### src/rtl/hff_pkg.sv
// ----------------------------------------------------------------------------
// hff_pkg
// Shared constants, types and helpers of the hex field formatter.
// ----------------------------------------------------------------------------
`default_nettype none

package hff_pkg;

	localparam int MAX_WIDTH = 64;
	localparam int LEN_W     = $clog2(MAX_WIDTH + 1);
	localparam int VAL_W     = 32;
	localparam int SPEC_W    = 7;
	localparam int NDIG_W    = 4;

	localparam logic [7:0] CH_ZERO  = 8'd48;
	localparam logic [7:0] CH_SPACE = 8'd32;
	localparam logic [7:0] CH_UPPER = 8'd65;
	localparam logic [7:0] CH_LOWER = 8'd97;

	// Commands from the controller to the datapath.
	typedef struct packed {
		logic load;
		logic setup;
		logic emit;
	} hff_cmd_t;

	// Status from the datapath to the controller.
	typedef struct packed {
		logic empty;
		logic emit_last;
		logic slot_free;
	} hff_status_t;

	function automatic logic [LEN_W-1:0] sat_len(input logic [SPEC_W-1:0] v);
		logic [LEN_W-1:0] r;
		if (LEN_W'(v) > LEN_W'(MAX_WIDTH) || SPEC_W > LEN_W && v > SPEC_W'(MAX_WIDTH)) begin
			r = LEN_W'(MAX_WIDTH);
		end else begin
			r = LEN_W'(v);
		end
		return r;
	endfunction

	function automatic logic [7:0] hex_char(input logic [3:0] nib, input logic upper);
		logic [7:0] r;
		if (nib <= 4'd9) begin
			r = CH_ZERO + 8'(nib);
		end else begin
			r = (upper ? CH_UPPER : CH_LOWER) + 8'(nib) - 8'd10;
		end
		return r;
	endfunction

endpackage

`default_nettype wire

### src/rtl/hff_ctrl.sv
// ----------------------------------------------------------------------------
// hff_ctrl
// Controller: takes a conversion, sets it up, then steps out characters.
// ----------------------------------------------------------------------------
`default_nettype none

module hff_ctrl (
	input  wire                  clk,
	input  wire                  arst_n,
	input  wire                  in_valid,
	output logic                 in_ready,
	input  hff_pkg::hff_status_t status,
	output hff_pkg::hff_cmd_t    cmd
);
	import hff_pkg::*;

	typedef enum logic [1:0] {
		ST_IDLE,
		ST_SETUP,
		ST_EMIT
	} state_t;

	state_t state_q;

	always_ff @(posedge clk or negedge arst_n) begin
		if (!arst_n) begin
			state_q <= ST_IDLE;
		end else begin
			unique case (state_q)
				ST_IDLE: begin
					if (in_valid) state_q <= ST_SETUP;
				end
				ST_SETUP: begin
					state_q <= status.empty ? ST_IDLE : ST_EMIT;
				end
				ST_EMIT: begin
					if (status.slot_free && status.emit_last) state_q <= ST_IDLE;
				end
				default: state_q <= ST_IDLE;
			endcase
		end
	end

	always_comb begin
		in_ready  = (state_q == ST_IDLE);
		cmd.load  = (state_q == ST_IDLE) && in_valid;
		cmd.setup = (state_q == ST_SETUP);
		cmd.emit  = (state_q == ST_EMIT) && status.slot_free;
	end

endmodule

`default_nettype wire

### src/rtl/hff_dpath.sv
// ----------------------------------------------------------------------------
// hff_dpath
// Datapath: item registers, field layout, character select, output register
// and the running character total.
// ----------------------------------------------------------------------------
`default_nettype none

module hff_dpath (
	input  wire                              clk,
	input  wire                              arst_n,
	input  hff_pkg::hff_cmd_t                cmd,
	output hff_pkg::hff_status_t             status,
	input  wire  [hff_pkg::VAL_W-1:0]        hex_value,
	input  wire  [hff_pkg::SPEC_W-1:0]       field_width,
	input  wire  [hff_pkg::SPEC_W-1:0]       precision,
	input  wire                              has_precision,
	input  wire                              left_justify,
	input  wire                              zero_pad,
	input  wire                              upper_case,
	output logic                             out_valid,
	input  wire                              out_ready,
	output logic [7:0]                       out_char,
	output logic                             last,
	output logic [31:0]                      printed_total
);
	import hff_pkg::*;

	logic [VAL_W-1:0]  val_q;
	logic [LEN_W-1:0]  width_q;
	logic [LEN_W-1:0]  prec_q;
	logic              dot_q;
	logic              minus_q;
	logic              zero_q;
	logic              upper_q;

	logic [NDIG_W-1:0] ndig_q;
	logic [LEN_W-1:0]  nbody_q;
	logic [LEN_W-1:0]  pad_q;
	logic [LEN_W-1:0]  len_q;
	logic [7:0]        padch_q;
	logic [LEN_W-1:0]  pos_q;

	logic              out_valid_q;
	logic [7:0]        out_char_q;
	logic              last_q;
	logic [31:0]       char_total_q;

	logic [NDIG_W-1:0] ndig_c;
	logic [LEN_W-1:0]  nbody_c;
	logic [LEN_W-1:0]  pad_c;
	logic [LEN_W-1:0]  len_c;

	logic              in_body;
	logic [LEN_W-1:0]  body_pos;
	logic [LEN_W-1:0]  nib_idx;
	logic [3:0]        nib;
	logic [7:0]        char_c;

	// Field layout from the stored item.
	always_comb begin
		ndig_c = '0;
		for (int n = 0; n < VAL_W / 4; n++) begin
			if (val_q[n*4 +: 4] != 4'd0) ndig_c = NDIG_W'(n + 1);
		end
		if (val_q == '0) begin
			ndig_c = (dot_q && prec_q == '0) ? NDIG_W'(0) : NDIG_W'(1);
		end
		nbody_c = (dot_q && prec_q > LEN_W'(ndig_c)) ? prec_q : LEN_W'(ndig_c);
		pad_c   = (width_q > nbody_c) ? width_q - nbody_c : '0;
		len_c   = pad_c + nbody_c;
	end

	// Character at the current position of the field.
	always_comb begin
		if (!minus_q) begin
			in_body  = (pos_q >= pad_q);
			body_pos = pos_q - pad_q;
		end else begin
			in_body  = (pos_q < nbody_q);
			body_pos = pos_q;
		end
		// Digits sit at the right end of the body, most significant first.
		nib_idx = nbody_q - LEN_W'(1) - body_pos;
		nib     = val_q[nib_idx[2:0]*4 +: 4];
		if (!in_body) begin
			char_c = padch_q;
		end else if (nib_idx < LEN_W'(ndig_q)) begin
			char_c = hex_char(nib, upper_q);
		end else begin
			char_c = CH_ZERO;
		end
	end

	always_ff @(posedge clk) begin
		if (cmd.load) begin
			val_q   <= hex_value;
			width_q <= sat_len(field_width);
			prec_q  <= sat_len(precision);
			dot_q   <= has_precision;
			minus_q <= left_justify;
			zero_q  <= zero_pad;
			upper_q <= upper_case;
		end
		if (cmd.setup) begin
			ndig_q  <= ndig_c;
			nbody_q <= nbody_c;
			pad_q   <= pad_c;
			len_q   <= len_c;
			padch_q <= (!minus_q && zero_q && !dot_q) ? CH_ZERO : CH_SPACE;
			pos_q   <= '0;
		end else if (cmd.emit) begin
			pos_q   <= pos_q + LEN_W'(1);
		end
		if (cmd.emit) begin
			out_char_q <= char_c;
			last_q     <= status.emit_last;
		end
	end

	always_ff @(posedge clk or negedge arst_n) begin
		if (!arst_n) begin
			out_valid_q  <= 1'b0;
			char_total_q <= '0;
		end else begin
			if (cmd.emit) begin
				out_valid_q  <= 1'b1;
				char_total_q <= char_total_q + 32'd1;
			end else if (out_ready) begin
				out_valid_q  <= 1'b0;
			end
		end
	end

	always_comb begin
		status.empty     = (len_c == '0);
		status.emit_last = (pos_q == len_q - LEN_W'(1));
		status.slot_free = !out_valid_q || out_ready;
	end

	assign out_valid     = out_valid_q;
	assign out_char      = out_char_q;
	assign last          = last_q;
	assign printed_total = char_total_q;

endmodule

`default_nettype wire

### src/rtl/hex_field_formatter.sv
// ----------------------------------------------------------------------------
// hex_field_formatter
// Formats one 32-bit value as a printf-style hex field, one character per
// output transaction.
// ----------------------------------------------------------------------------
// A conversion is accepted only while the block is idle. It then passes a
// setup state and emits the field (at most MAX_WIDTH characters) at one
// character per cycle while the output side does not stall; the single
// character register at the output sets this pace. An empty field (value 0,
// precision 0 given, width 0) produces nothing. printed_total counts all
// characters since reset and wraps at 2^32.
`default_nettype none

module hex_field_formatter (
	input  wire        clk,
	input  wire        arst_n,
	input  wire        in_valid,
	output logic       in_ready,
	input  wire [31:0] hex_value,
	input  wire [6:0]  field_width,
	input  wire [6:0]  precision,
	input  wire        has_precision,
	input  wire        left_justify,
	input  wire        zero_pad,
	input  wire        upper_case,
	output logic       out_valid,
	input  wire        out_ready,
	output logic [7:0] out_char,
	output logic       last,
	output logic [31:0] printed_total
);
	import hff_pkg::*;

	hff_cmd_t    cmd;
	hff_status_t status;

	hff_ctrl u_ctrl (
		.clk      (clk),
		.arst_n   (arst_n),
		.in_valid (in_valid),
		.in_ready (in_ready),
		.status   (status),
		.cmd      (cmd)
	);

	hff_dpath u_dpath (
		.clk           (clk),
		.arst_n        (arst_n),
		.cmd           (cmd),
		.status        (status),
		.hex_value     (hex_value),
		.field_width   (field_width),
		.precision     (precision),
		.has_precision (has_precision),
		.left_justify  (left_justify),
		.zero_pad      (zero_pad),
		.upper_case    (upper_case),
		.out_valid     (out_valid),
		.out_ready     (out_ready),
		.out_char      (out_char),
		.last          (last),
		.printed_total (printed_total)
	);

	// Within a field, the next character is ready right after one is taken.
	a_field_continues: assert property (@(posedge clk) disable iff (!arst_n)
		out_valid && out_ready && !last |=> out_valid)
		else $error("character stream broke inside a field");

	// Consecutive characters of a field carry consecutive totals.
	a_total_steps: assert property (@(posedge clk) disable iff (!arst_n)
		out_valid && out_ready && !last |=> printed_total == $past(printed_total) + 32'd1)
		else $error("running total did not advance by one");

	// A new conversion is never taken back to back with another.
	a_one_at_a_time: assert property (@(posedge clk) disable iff (!arst_n)
		in_valid && in_ready |=> !in_ready)
		else $error("input accepted while a conversion is in progress");

endmodule

`default_nettype wire

### config.mk
export PLATFORM = sky130hd
export DESIGN_NAME = hex_field_formatter
export DESIGN_NICKNAME = d
export VERILOG_FILES = /design/src/rtl/hff_pkg.sv /design/src/rtl/hff_ctrl.sv /design/src/rtl/hff_dpath.sv /design/src/rtl/hex_field_formatter.sv
export SDC_FILE = /design/constraint.sdc
export NUM_CORES = 1
export LEC_CHECK = 0
export ABC_AREA = 1
export BUFFER_PORTS_ARGS = -buffer_cell sky130_fd_sc_hd__buf_2
export CAP_MARGIN = 20
export CORE_MARGIN = 2
export CORE_UTILIZATION = 45
export CTS_CLUSTER_SIZE = 12
export DETAILED_ROUTE_END_ITERATION = 7
export GPL_TIMING_DRIVEN = 0
export PLACE_DENSITY = 0.77
export REMOVE_ABC_BUFFERS = 1
export SLEW_MARGIN = 15
export SYNTH_ARGS = -nofsm -noshare
export SYNTH_HDL_FRONTEND = slang
export SYNTH_SLANG_ARGS = --single-unit
### constraint.sdc
create_clock -name clk -period 15.15 [get_ports clk]
set_input_delay 0 -clock clk [delete_from_list [all_inputs] [get_ports clk]]
set_output_delay 0 -clock clk [all_outputs]
set_load 0.1 [all_outputs]
* After elaboration in Yosys (flattened, before gate mapping)
Cells that the tools add are included.
Widths: inputs -> output; s select.
** Word-level totals
- Output and inout port bits :: 43
- Register bits after elaboration :: 134
- Input port bits :: 54
** Cells by class
- $lt $le $gt $ge :: 8
- Equal/unequal tests :: 5
- Multiplexer cells :: 25
- Reductions and logical operators :: 25
- Shift operators :: 1
- Add/subtract/negate cells :: 11
** Operators with widths (number)
- $add 32x1->32 const B :: 1
- $logic_not 32->1 :: 1
- $mux 4 :: 8
- $reduce_bool 4->1 :: 8
- $shiftx 32x6->4 :: 1
- $mux 8 :: 3
- $mux 7 :: 3
- $sub 7x7->7 :: 3
- $gt 7x7->1 const B :: 2
- $logic_not 7->1 :: 2
- $sub 7x1->7 const B :: 2
- $add 8x4->8 :: 1
- $sub 8x4->8 const B :: 1
- $add 6x4->7 const A :: 1
- $add 7x1->7 const B :: 1
- $add 7x7->7 :: 1
- $eq 7x7->1 :: 1
- $ge 7x7->1 :: 1
- $gt 7x4->1 :: 1
- $gt 7x7->1 :: 1
- $logic_and 1x1->1 :: 7
- $lt 7x4->1 :: 1
- $lt 7x7->1 :: 1
- $mux 2 :: 3
- 14 further kinds :: 20

* Longest topological paths before layout
- Word-level depth :: 19
- Gate-level depth with buffers :: 42

* Hierarchy
From an unflattened synthesis, not the netlist that was laid out.
** Unflattened totals
- Cell total of the unflattened synthesis :: 744
- Area, all modules :: 7170.6 um2
** By module, submodules not included
- hff_dpath :: instances 1, area each 7063.0 um2, cells an instance 730
- hff_ctrl :: instances 1, area each 107.6 um2, cells an instance 14

* Worst setup path before layout
Ideal clock, no wire load.
- Kind :: reg2reg
- Start :: reg u_dpath.val_q[28]
- End :: reg u_ctrl.state_q[1]
- Library setup time :: 121 ps
- Cell stages (with the launch flop) :: 32
- Setup slack :: 10305 ps
- Data arrival time :: 4724 ps
- Buffers on the path :: 0
- Cells stage by stage :: edfxtp_1 nor4_1 inv_1 a21oi_1 inv_1 ha_1 a21oi_1 o21ai_0 nand2_1 nand2_1 nand3_1 inv_1 a21oi_1 inv_1 ha_1 nand4_1 o211ai_1 nand2_1 nor2_1 nand2_1 fa_1 o21ai_0 nand2_1 nand2_1 a21oi_1 xor2_1 xor2_1 nand2_1 nor2_1 nand3_1 nand2_1 nand2_1
** Between the ends
- Longest elaborated chain between the ends :: 12
- Elaborated cells between the ends (all ways) :: 14
** Ends and longest elaborated chain
- start: declaration :: line hff_dpath.sv:28 : logic [VAL_W-1:0] val_q;
- start signal: assignment :: line hff_dpath.sv:96 : val_q <= hex_value;
- $reduce_bool 4->1 :: line hff_dpath.sv:63 : if (val_q[n*4 +: 4] != 4'd0) ndig_c = NDIG_W'(n + 1);
- $mux 4 :: line hff_dpath.sv:63
- $mux 4 (*) :: line hff_dpath.sv:65 : if (val_q == '0) begin
- net u_dpath.ndig_c[3] :: line hff_dpath.sv:48 : logic [NDIG_W-1:0] ndig_c;
- $gt 7x4->1 :: line hff_dpath.sv:68 : nbody_c = (dot_q && prec_q > LEN_W'(ndig_c)) ? prec_q : LEN_W'(ndig_c);
- $logic_and 1x1->1 :: line hff_dpath.sv:68
- $mux 7 (*) :: line hff_dpath.sv:68
- net u_dpath.nbody_c[3] :: line hff_dpath.sv:49 : logic [LEN_W-1:0] nbody_c;
- $gt 7x7->1 (*) :: line hff_dpath.sv:69 : pad_c = (width_q > nbody_c) ? width_q - nbody_c : '0;
- $mux 7 (*) :: line hff_dpath.sv:69
- net u_dpath.pad_c[0] :: line hff_dpath.sv:50 : logic [LEN_W-1:0] pad_c;
- $add 7x7->7 (*) :: line hff_dpath.sv:70 : len_c = pad_c + nbody_c;
- $logic_not 7->1 (*) :: line hff_dpath.sv:135 : status.empty = (len_c == '0);
- $mux 2 (*) :: line hff_ctrl.sv:34 : state_q <= status.empty ? ST_IDLE : ST_EMIT;
- $pmux 2 s3 (*) :: line hff_ctrl.sv:29 : unique case (state_q)
- end signal: assignment :: line hff_ctrl.sv:34
- end: declaration :: line hff_ctrl.sv:23 : state_t state_q;
Mark *: on every way through the listed nets, which the timed path passes. The rest lies on a longest branch.
A chain may end at the register's enable or synchronous reset.

* Worst setup path after layout
Ends and elaborated chain as after synthesis.

==> results.md <==
- I/O Buffers: 95
- Overall Power: ~1.8 mW
- Worst Skew: 0.0106 ns
- Comb power frac: 0.478
- Number of synthesized flops with an enable pin: between 80 and 90
- DR iter-0 viols: 399
- Root buf cell: clkbuf_16
- Period utilization: 0.424
- Most frequent cell after synthesis: nand2_1
- CTS Sinks: ~130
- WL per Instance: between 10 and 15 um
- Die Footprint: approximately 17000 um^2
- Core ar.: 15300 um^2
- CTS tree: done
- Slew HR: 0.510
- Outcome: finished, final reports clean
- Part of the power in registers: 0.289
- Area Overhead vs Synth: 26.9%
- Routed Antenna Nets: 0
- GRT Resource Usage Total: 0.199
- Final Hold Fails: 0
- Top FF cell, synth: edfxtp_1
- Clk pin slew, worst setup/hold paths: roughly 0.06 ns
- Switch share: 0.443
- Synthesized cell area: between 7000 and 8000 um^2
- Vias per cell: 5.04
- Critical path's largest stage delay: ~0.65 ns
- RR Startpoint: u_dpath.val_q[28]
- Fin nets: slightly above 1000
- FF/Latch Area: 3540 um^2
- DP HPWL: ~11000 um
- Hold Crit Class: in -> async
- Setup TNS Final: 0 ns
- Setup ws final: 8.72 ns
- Ant diodes: 0
- Lkg Pwr: roughly 4.2 nW
- Final min period: approximately 6.4 ns
- Seq cells post-synth: approximately 130
- First-pass GRT wire length: between 20000 and 30000 um
- R2r worst-path depth: 30
- Slew @ Worst Pin: ~0.73 ns
- Clock Power Share: 0.233
- R2R Path End: u_ctrl.state_q[1]
- Post-Synthesis Cells: ~750
- Crit Path Max Fanout: 8
- Max clock buf depth: 2
- RSZ-0062 raised after global routing: false
- Layout cells sized above 1: 0.171
- Library cells used by synthesis: between 40 and 50
- Cell mode on critical path: nand2_1
- Final Max Slew Viols: 0
- Pwr/cell area: ~200 nW/um^2
- P_sw: between 700 and 800 uW
- Fmax: 156 MHz
- IO Count: between 90 and 100
- Worst path top cell family by delay: simple AND/OR/NAND/NOR gates
- Asr flop ratio synth: 0.278
- Via count: 5747
- Worst path bufs/invs: 4
- Count of final setup violators: 0
- Chip width: 129 um
- First-pass DRT Iterations: 5
- Post-CTS Setup Inserts: 0
- List of most frequent post-synthesis cells: 128 x nand2_1, 118 x inv_1, 84 x edfxtp_1
- Slowest cell on crit path: nor4_1
- Largest cells by area after synthesis: edfxtp_1 36%, dfrtp_1 12%, ha_1 7.8%, nand2_1 6.8%, inv_1 6.3%
- Crit. End Element: register
- Post-Route WL: 16000 um
- R2R Setup Slk: 8.72 ns
- CTS buffer count: 17
- Pin count of the biggest net entering global routing: 36
- Gp weighted congestion: roughly 0.86
- Fin util: 0.588
- # H-tree levels: 4
- Multi-input logic area: a little over 3000 um^2
- Filler Cells Inserted: approximately 1200
- Vias in the first global route: 5471
- Initial core utilization: 0.463
- Synthesized area per cell: 9.38 um^2
- DP Worst Slack: roughly 8.9 ns
- Synth warnings: 0
- Setup CP Type: reg -> reg
- Antenna violations before repair: 0
- Die H: 129 um
- Critical Path RT: between 15 and 20 ns
- Maximum vdd ir drop: 0.000118 V
- WP data arrival: ~6.7 ns
- Gr ovfl total: 0
- Synth top area share: 0.357
- CP Launch Type: register
- Register area share after synthesis: 0.501
- # rows: between 40 and 50
- Clk Latency, worst-skew pair: about 0.42 ns
- Max Cap Violations: 0
- Residual DRC: 0
- Internal power: 990 uW
- Leading area contributor after synthesis: edfxtp_1
==> power groups by stage <==
| stage | Combinational, mW | Sequential (mW) | Clock, mW |
|---|---|---|---|
| finish | 0.850 | 0.514 | 0.414 |
| global route | 0.948 | 0.521 | 0.436 |
| CTS | 0.829 | 0.513 | 0.417 |
| detailed placement | 0.809 | 0.519 | 0 |
| global placement | 0.777 | 0.523 | 0 |
| floorplan | 0.528 | 0.618 | 0 |
==> worst max path at each step <==
stage	startpoint	to	cells past startpoint
floorplan	u_dpath.val_q[28]	u_ctrl.state_q[1]	31
global placement	u_ctrl.state_q[0]	u_dpath.val_q[16]	1
detailed placement	u_dpath.val_q[28]	u_ctrl.state_q[1]	30
CTS	u_dpath.val_q[28]	u_ctrl.state_q[1]	31
global route	u_dpath.val_q[28]	u_ctrl.state_q[1]	31
finish	u_dpath.val_q[28]	u_ctrl.state_q[1]	30
==> layer usage <==
| layer | share of wire | up-vias | GRT usage | wire (um) |
|---|---|---|---|---|
| li1 | - | 2834 | - | - |
| met1 | 0.42 | 2652 | 0.240 | 6730 |
| met2 | 0.49 | 223 | 0.336 | 7780 |
| met3 | 0.066 | 38 | 0.0566 | 1050 |
| met4 | 0.025 | 0 | 0.0818 | 403 |
| met5 | 0 | - | 0 | 0 |
==> cell families (layout without fill, tap and decap cells) <==
logic type | Yosys count | in the layout | share of synthesized area
xor+xnor | 55 | 55 | 0.0682
flops | 126 | 126 | 0.501
fa+ha+maj | 48 | 48 | 0.0892
compound gates | 96 | 96 | 0.0756
other cells | 1 | 1 | 0.000531
buf+inv | 132 | 309 | 0.0712
simple gates | 295 | 295 | 0.195
==> state kept, by name, indices dropped and copies added (netlist names), 2 cells and up <==
| register | cells |
|---|---|
| u_ctrl.state_q | 2 |
| u_dpath.len_q | 7 |
| u_dpath.nbody_q | 7 |
| u_dpath.ndig_q | 4 |
| u_dpath.out_char | 7 |
| u_dpath.pad_q | 7 |
| u_dpath.pos_q | 7 |
| u_dpath.prec_q | 7 |
| u_dpath.printed_total | 32 |
| u_dpath.val_q | 32 |
| u_dpath.width_q | 7 |
==> per-stage QoR <==
stage          std cells  hold WS [ns]  area (um^2)
2_1_floorplan        744        -0.296         7030
6_report            1141         0.191         8970
3_3_place_gp        1050         0.101         7760
4_1_cts             1140         0.197         8940
3_5_place_dp        1055         0.109         7810
5_1_grt             1141         0.268         8970
==> what timing repair did <==
action	in CTS	in global routing
hold buffers	53	0
resized for setup	0	0
hold endpoints to repair	87	0
==> worst reg2reg max path: cells and delay by family (launching register included) <==
kind	cells	cell delay, ns
DFF	1	0.42
and+or+nand+nor	16	2.60
buffers and inverters	4	0.54
xor gates and xnor gates	2	0.48
adders and majority gates	3	1.05
AOI/OAI and AO/OA	5	1.26
==> layout by cell type (no fill, tap or decap), types with 3 or more instances in the layout <==
master and instances:
xnor2_1 20, o21ai_0 39, bufinv_16 3, inv_1 118, o21bai_1 3, nand3_2 5, and2_1 3, edfxtp_1 84
nand4_1 11, a31oi_1 4, nor2_2 3, nor2_4 6, ha_1 44, dlygate4sd3_1 53, dfxtp_1 7, clkbuf_16 17
buf_4 4, nand3_1 22, clkinv_2 3, fa_1 4, buf_2 95, xor2_1 35, dfrtp_1 35, nor2_1 73
inv_6 3, inv_2 5, a21oi_1 32, nand2_1 128, o22ai_1 5, nor3_1 18, o21a_1 4, nor4_1 12
==> cell type report <==
cell class,instances,area share
Clock buffer,19,0.0483
Clock inverter,13,0.0183
Inverter,123,0.0515
Multi-Input combinational cell,495,0.338
Sequential cell,126,0.395
Tap cell,211,0.0294
Timing Repair Buffer,154,0.120
(Power assumes the default switching activity.)
